$ cat src/hdl/lcdfs_pkg.sv
package lcdfs_pkg;

	// Function codes of a request
	localparam logic [1:0] FUNC_CMD   = 2'd0;
	localparam logic [1:0] FUNC_RAW   = 2'd1;
	localparam logic [1:0] FUNC_DIGIT = 2'd2;
	localparam logic [1:0] FUNC_NONE  = 2'd3;

	// Frame geometry: the first bit to leave sits at the top of the word
	localparam int unsigned FRAME_W = 17;
	localparam int unsigned LEN_W   = 5;
	localparam logic [LEN_W-1:0] LEN_CMD = 5'd12;
	localparam logic [LEN_W-1:0] LEN_SEG = 5'd17;

	// Leading flag bits of each frame kind
	localparam logic [3:0] CMD_FLAG = 4'b1000;
	localparam logic [2:0] SEG_FLAG = 3'b101;

	// Decimal point in the segment byte
	localparam logic [7:0] DOT_MASK = 8'h80;

	typedef struct packed {
		logic [FRAME_W-1:0] bits;
		logic [LEN_W-1:0]   len;
	} frame_t;

	// Seven-segment pattern of a digit; anything above nine is blank
	function automatic logic [7:0] digit_segs(input logic [7:0] digit);
		logic [7:0] segs;
		case (digit)
			8'd0: segs = 8'h7D;
			8'd1: segs = 8'h60;
			8'd2: segs = 8'h3E;
			8'd3: segs = 8'h7A;
			8'd4: segs = 8'h63;
			8'd5: segs = 8'h5B;
			8'd6: segs = 8'h5F;
			8'd7: segs = 8'h70;
			8'd8: segs = 8'h7F;
			8'd9: segs = 8'h7B;
			default: segs = 8'h00;
		endcase
		return segs;
	endfunction

	// Bit reversal of a byte, so that it leaves LSB first from an MSB-first shifter
	function automatic logic [7:0] reverse_byte(input logic [7:0] b);
		logic [7:0] r;
		for (int i = 0; i < 8; i++) begin
			r[i] = b[7-i];
		end
		return r;
	endfunction

endpackage

$ cat src/hdl/lcdfs_shifter.sv
module lcdfs_shifter (
	input  logic                clk,
	input  logic                arst_n,
	input  logic                load,
	input  lcdfs_pkg::frame_t   frame,
	input  logic                advance,
	output logic                busy,
	output logic                bit_out,
	output logic                last_out
);

	logic [lcdfs_pkg::FRAME_W-1:0] shift_q;
	logic [lcdfs_pkg::LEN_W-1:0]   count_q;

	// Load a new frame, or advance one bit per transfer
	always_ff @(posedge clk or negedge arst_n) begin
		if (!arst_n) begin
			count_q <= '0;
		end else if (load) begin
			count_q <= frame.len;
		end else if (advance) begin
			count_q <= count_q - lcdfs_pkg::LEN_W'(1);
		end
	end

	always_ff @(posedge clk) begin
		if (load) begin
			shift_q <= frame.bits;
		end else if (advance) begin
			shift_q <= {shift_q[lcdfs_pkg::FRAME_W-2:0], 1'b0};
		end
	end

	assign busy     = (count_q != '0);
	assign bit_out  = shift_q[lcdfs_pkg::FRAME_W-1];
	assign last_out = (count_q == lcdfs_pkg::LEN_W'(1));

endmodule

$ cat src/hdl/lcd_controller_serial_frame_sender.sv
// The first bit of a frame is offered in the cycle after the request transfer.
// One bit per cycle while out_stall is low, from a single shift register and bit counter;
// a command frame has 12 bits, a segment or digit write 17 bits.
// A new request is taken in the cycle the last bit of the previous frame transfers.
// Function code three is taken and dropped with no output.
// Reset (arst_n low) clears the bit counter; the block comes up idle.
module lcd_controller_serial_frame_sender (
	input  logic       clk,
	input  logic       arst_n,
	input  logic       in_valid,
	output logic       in_stall,
	input  logic [1:0] func,
	input  logic [4:0] address,
	input  logic [7:0] value,
	input  logic       dot,
	output logic       out_valid,
	input  logic       out_stall,
	output logic       serial_bit,
	output logic       last
);

	logic              busy;
	logic              out_take;
	logic              in_take;
	logic              load;
	logic [5:0]        sent_addr;
	logic [7:0]        segs;
	lcdfs_pkg::frame_t frame;

	assign out_take = out_valid && !out_stall;
	// Hold requests while a frame is in flight, except on its final transfer
	assign in_stall = busy && !(out_take && last);
	assign in_take  = in_valid && !in_stall;
	assign load     = in_take && (func != lcdfs_pkg::FUNC_NONE);

	// Build the frame word: address is (2*address-1) mod 64
	assign sent_addr = {address, 1'b0} + 6'd63;

	always_comb begin
		segs = value;
		if (func == lcdfs_pkg::FUNC_DIGIT) begin
			segs = lcdfs_pkg::digit_segs(value);
			if (dot) begin
				segs = segs | lcdfs_pkg::DOT_MASK;
			end
		end
	end

	always_comb begin
		case (func)
			lcdfs_pkg::FUNC_CMD: begin
				frame.bits = {lcdfs_pkg::CMD_FLAG, value, 5'b0};
				frame.len  = lcdfs_pkg::LEN_CMD;
			end
			lcdfs_pkg::FUNC_RAW, lcdfs_pkg::FUNC_DIGIT: begin
				frame.bits = {lcdfs_pkg::SEG_FLAG, sent_addr, lcdfs_pkg::reverse_byte(segs)};
				frame.len  = lcdfs_pkg::LEN_SEG;
			end
			default: begin
				frame.bits = '0;
				frame.len  = '0;
			end
		endcase
	end

	lcdfs_shifter u_shifter (
		.clk      (clk),
		.arst_n   (arst_n),
		.load     (load),
		.frame    (frame),
		.advance  (out_take),
		.busy     (busy),
		.bit_out  (serial_bit),
		.last_out (last)
	);

	assign out_valid = busy;

endmodule

$ cat config.mk
export PLATFORM = sky130hd
export DESIGN_NAME = lcd_controller_serial_frame_sender
export DESIGN_NICKNAME = d
export VERILOG_FILES = /design/src/hdl/lcdfs_pkg.sv /design/src/hdl/lcdfs_shifter.sv /design/src/hdl/lcd_controller_serial_frame_sender.sv
export SDC_FILE = /design/constraint.sdc
export NUM_CORES = 1
export LEC_CHECK = 0
export ABC_CLOCK_PERIOD_IN_PS = 2400
export CAP_MARGIN = 10
export CORE_UTILIZATION = 56
export CTS_CLUSTER_SIZE = 25
export DETAILED_ROUTE_END_ITERATION = 7
export DONT_BUFFER_PORTS = 1
export PLACE_DENSITY = 0.81
export SLEW_MARGIN = 10
export SYNTH_ARGS = -nofsm -noshare
export SYNTH_HDL_FRONTEND = slang
export SYNTH_SLANG_ARGS = --single-unit
$ cat constraint.sdc
create_clock -name clk -period 2.4 [get_ports clk]
set_input_delay 0.36 -clock clk [delete_from_list [all_inputs] [get_ports clk]]
set_output_delay 0.36 -clock clk [all_outputs]
set_load 0.01 [all_outputs]
* Word level (Yosys, flattened, before mapping) *
Memories as Yosys holds them, arrays and structs flattened.
Index checks and enable logic that the tools add are counted.

storage, ports and cells
  memories = 1
  output and inout bits = 4
  input bits = 20
  flip-flop bits (word level) = 22
  bits in read-only memories = 112
  logic and storage cells = 30

memories
  name              words  bits a word  read ports  clocked after Yosys merged registers in  wr ports  line             source
  (name not given)  16     7            1           0                                        0         lcdfs_pkg.sv:30  case (digit)

operators by class
  add/subtract/negate cells = 2
  eq/ne operators = 4
  reductions and logical operators = 13
  multiplexer cells = 8

operator list
  kind                   count
  $pmux W22 S2           1
  $mux W17               2
  $mux W8                3
  $mux W5                2
  $add A6 B6 Y6 const B  1
  $eq A5 B1 Y1 const B   1
  $logic_and A1 B1 Y1    5
  $reduce_bool A5 Y1     1
  $sub A5 B1 Y5 const B  1
  $logic_not A4 Y1       1
  $logic_not A1 Y1       3
  $eq A2 B1 Y1 const B   1
  $eq A2 B2 Y1 const B   1
  $logic_not A2 Y1       1
  $ne A2 B2 Y1 const B   1
  $reduce_bool A2 Y1     1
  $reduce_or A2 Y1       1

* Depth between registers and ports, before layout *
  depth after elaboration = 9
  mapped depth = 7
  mapped depth without buffers = 6

* Modules after synthesis *
Synthesis repeated with hierarchy kept, for this count alone.

second synthesis, totals
  cell total of the unflattened synthesis = 153
  area total of the unflattened synthesis = 1,597.8 um^2

modules (own cells, without submodules)
  module                              area an instance (um^2)  instances  seq. area each (um^2)  cells each
  lcdfs_shifter                       1,023.5                  1          635.6                  68
  lcd_controller_serial_frame_sender  574.3                    1          0.0                    85

* Least setup slack after synthesis *
No wires, ideal clock.

  path kind = register to register
  start = register u_shifter.count_q[0] (netlist bit)
  end = register u_shifter.shift_q[0] (netlist bit), enable pin
  clock period less this slack = 2.526 ns
  stages on the path, launching flop included = 5
  arrival = 2.111 ns
  data required time = 1.985 ns
  library setup time = 0.415 ns
  path slack = -0.126 ns
  cell sequence = dfrtp_1 -> inv_1 -> ha_1 -> nor4b_1 -> o21ai_0

between the ends
  word-level cells in the longest chain between the ends = 9

ends and longest elaborated chain
  element                                  line                                      source
  from (decl)                              lcdfs_shifter.sv:13                       logic [lcdfs_pkg::LEN_W-1:0] count_q;
  from (signal assigned)                   lcdfs_shifter.sv:20                       count_q <= frame.len;
  from (signal assigned)                   lcdfs_shifter.sv:22                       count_q <= count_q - lcdfs_pkg::LEN_W'(1);
  $reduce_bool A5 Y1                       lcdfs_shifter.sv:34                       assign busy = (count_q != '0);
  $logic_and A1 B1 Y1                      lcd_controller_serial_frame_sender.sv:30  assign out_take = out_valid && !out_stall;
  $logic_and A1 B1 Y1                      lcd_controller_serial_frame_sender.sv:32  assign in_stall = busy && !(out_take && last);
  $logic_not A1 Y1                         lcd_controller_serial_frame_sender.sv:32
  $logic_and A1 B1 Y1                      lcd_controller_serial_frame_sender.sv:32
  $logic_not A1 Y1                         lcd_controller_serial_frame_sender.sv:33  assign in_take = in_valid && !in_stall;
  $logic_and A1 B1 Y1                      lcd_controller_serial_frame_sender.sv:33
  $logic_and A1 B1 Y1                      lcd_controller_serial_frame_sender.sv:34  assign load = in_take && (func != lcdfs_pkg::FUNC_NONE);
  $reduce_bool A2 Y1 (no source line) (*)  -
  to (signal assigned)                     lcdfs_shifter.sv:28                       shift_q <= frame.bits;
  to (signal assigned)                     lcdfs_shifter.sv:30                       shift_q <= {shift_q[lcdfs_pkg::FRAME_W-2:0], 1'b0};
  to (decl)                                lcdfs_shifter.sv:12                       logic [lcdfs_pkg::FRAME_W-1:0] shift_q;

Every way passes the cells marked *; elsewhere a longest branch is shown, timed or not.
A chain may end at the register's enable or synchronous reset.

* Worst setup path in the final report *
  start = register u_shifter.count_q[0] (netlist bit)
  end = output port out_valid

between the ends
  word-level cells in the longest chain between the ends = 1

ends and longest elaborated chain
  element             line                                      source
  $reduce_bool A5 Y1  lcdfs_shifter.sv:34
  to (decl)           lcd_controller_serial_frame_sender.sv:16  output logic out_valid,

Every way passes these cells.

==> results_dict.tcl <==
set metrics [dict create \
    status "finished, final reports clean" \
    max_freq_mhz 497 \
    rr_endpoint "u_shifter.shift_q[1]" \
    cp.arrival_ns 1.65 \
    setup_viol 0 \
    core_um2 2520 \
    final_layout_size_suffix_gt1_share_pct 9.27 \
    cts_tree "done" \
    globalplace.congestion 0.907 \
    slew_violations 0 \
    ff2ff_path_depth 4 \
    worst_pin_slew_ns 0.508 \
    drv_cap 0 \
    start_util_pct 59.8 \
    critPathTopFamily "simple AND/OR/NAND/NOR gates" \
    cp_max_fo 5 \
    clockBufferDepth 2 \
    setup-tns-final_ns 0 \
    clk_latency_ns 0.30 \
    syn_area_per_cell_um2 10.1 \
    cts_made_buffers 3 \
    crit_required_ns 2.04 \
    yosys.cell_count.top_type "edfxtp_1" \
    powerDensity_nw_per_um2 753 \
    ys_warn_count 0 \
    ys_top_cells_by_area "edfxtp_1 34%, ha_1 11%, dfrtp_1 8.3%" \
    worst_setup_path_end_kind "output port" \
    drt_wl_total_um 2710 \
    dieArea_um2 2910 \
    cp_common_cell "inv_1" \
    p_total_mw 1.20 \
    synth_common_cells "17 x edfxtp_1, 14 x nand2_1, 13 x ha_1" \
    placed_cells 176 \
    finalWorstSetupSlack_ns 0.387 \
    crit_path_start_kind "flop" \
    final_util_pct 63.1 \
    peakVddDrop_mv 0.459 \
    drc 0 \
    slowest_delay_ns 0.45 \
    drtAntennaViolNets 0 \
    dp_worst_setup_slack_ns 0.392 \
    ys.flop_type "edfxtp_1" \
    wl_per_cell_um 15.0 \
    worst-r2r-setup-slack_ns 0.45 \
    synthArstFlopShare_pct 22.7 \
    dieHeight_um 53.9 \
    ys_ff_latch 22 \
    critPathKind "flop to output port" \
    rsz0062_at_grt "false" \
    drt_first_pass_iters 4 \
    ys_seq_area_share_pct 42.1 \
    area_growth_pct 5.56 \
    p_leak_nw 0.656 \
    num_rows 18 \
    min_period_over_period_pct 83.9 \
    synth_top_area_cell "edfxtp_1" \
    hold_viol_final 0 \
    postSynthCellCount 150 \
    io_buffers 0 \
    max_slew_margin_pct 66.2 \
    grt_pass1_wl_um 4420 \
    yosys.area.top_type_share_pct 33.8 \
    vias_per_cell 6.07 \
    diodes 0 \
    synth-edff-count 17 \
    routed-via-count 1099 \
    fin_skew_ns 0.0131 \
    fin_nets 185 \
    die_x_um 53.9 \
    grt_antenna_before_repair 0 \
    period_needed_ns 2.01 \
    grtUsageTotal_pct 21.5 \
    overflow 0 \
    grt_max_degree 18 \
    ys_types 43 \
    cts_root_buffer "clkbuf_4" \
    dp_hpwl_um 2090 \
    hold_path_class "input pin to async pin" \
    r2r_start "u_shifter.count_q[2]" \
    synth_area_um2 1510 \
    clk_pin_slew_ns 0.10 \
    timing.critical_path.buf_inv 2 \
    worst_path_max_delay_cell "nor4b_2" \
    cts_sinks 22 \
    drtIter0Drc 52 \
    syn_nets 183 \
    fin_cells 181 \
    crit_chain "inv_1 > ha_1 > nor4b_2 > inv_1" \
    grt_pass1_vias 1016 \
    ios 24 \
    htree_levels 1 \
]
[layer usage]
metal  vias up  GRT usage [%]  wire length, um
met2        42           34.2             1280
li1        552              -                -
met4         0           9.21               27
met1       503           29.4             1250
met3         2           2.54              142
met5         -              0                0
[area by class of cell]
cell class                 instances  area [um2]
clock buffer                       4        36.3
fill                             222         930
inverter                          12        45.0
multi-input combinational        108         798
sequential                        22         636
tap                               30        37.5
timing repair buffer               5        40.0
[registers in the layout, indices dropped and copies added, names as in the netlist]
name and cells:
u_shifter.shift_q 17, u_shifter.count_q 5
[kinds of logic (layout without fill, tap and decap cells)]
| logic type | after synthesis | after routing | synth area share [%] |
|---|---|---|---|
| muxes | 4 | 4 | 2.82 |
| adders and majority gates | 13 | 13 | 10.8 |
| xor gates and xnor gates | 5 | 5 | 2.90 |
| buffers and inverters | 20 | 21 | 5.39 |
| DFF | 22 | 22 | 42.1 |
| AOI/OAI and AO/OA | 42 | 42 | 20.7 |
| and+or+nand+nor | 44 | 44 | 15.3 |
[worst max-delay path by stage]
stage,from,to,slack [ns],cells after the start
6_report,u_shifter.count_q[0],out_valid,0.39,4
5_1_grt,u_shifter.count_q[2],u_shifter.shift_q[8],0.27,4
4_1_cts,u_shifter.count_q[0],out_valid,0.12,4
3_5_place_dp,u_shifter.count_q[0],u_shifter.count_q[0],0.39,6
3_3_place_gp,u_shifter.count_q[0],u_shifter.shift_q[10],0.47,5
2_1_floorplan,u_shifter.count_q[1],u_shifter.shift_q[0],0.23,6
[stage by stage]
step	cell area (um2)	hold WS [ns]
2_1_floorplan	1510	0.0644
4_1_cts	1590	0.338
6_report	1590	0.345
3_3_place_gp	1540	0.0645
3_5_place_dp	1540	0.0645
5_1_grt	1590	0.354
[what timing repair did]
| action | in CTS | in global routing |
|---|---|---|
| setup buffers | 0 | 0 |
| resized for setup | 0 | 1 |
| endpoints found under the hold margin | 5 | 0 |
| endpoints found under the setup margin | 0 | 1 |
| hold buffers | 1 | 0 |
[cells in the final DEF, fill, tap and decap left out, drive strengths merged, types with 2 or more instances in the layout]
cell,n
edfxtp,17
nand2,14
ha,13
inv,12
o31ai,9
a21oi,7
nor2,7
dfrtp,5
o21ai,5
nor2b,4
nor3,4
a22oi,4
nand2b,4
buf,4
clkbuf,4
nor3b,3
xnor2,3
mux2,2
xor2,2
o211a,2
o22ai,2
a22o,2
and2,2
mux2i,2
o2111ai,2
or4,2
[where the power goes]
group,internal [mW],switching [mW]
Clock,0.0923,0.101
Sequential,0.557,0.0734
Combinational,0.175,0.201
Total,0.824,0.376
Note: power is estimated with default switching activity, not from simulation.
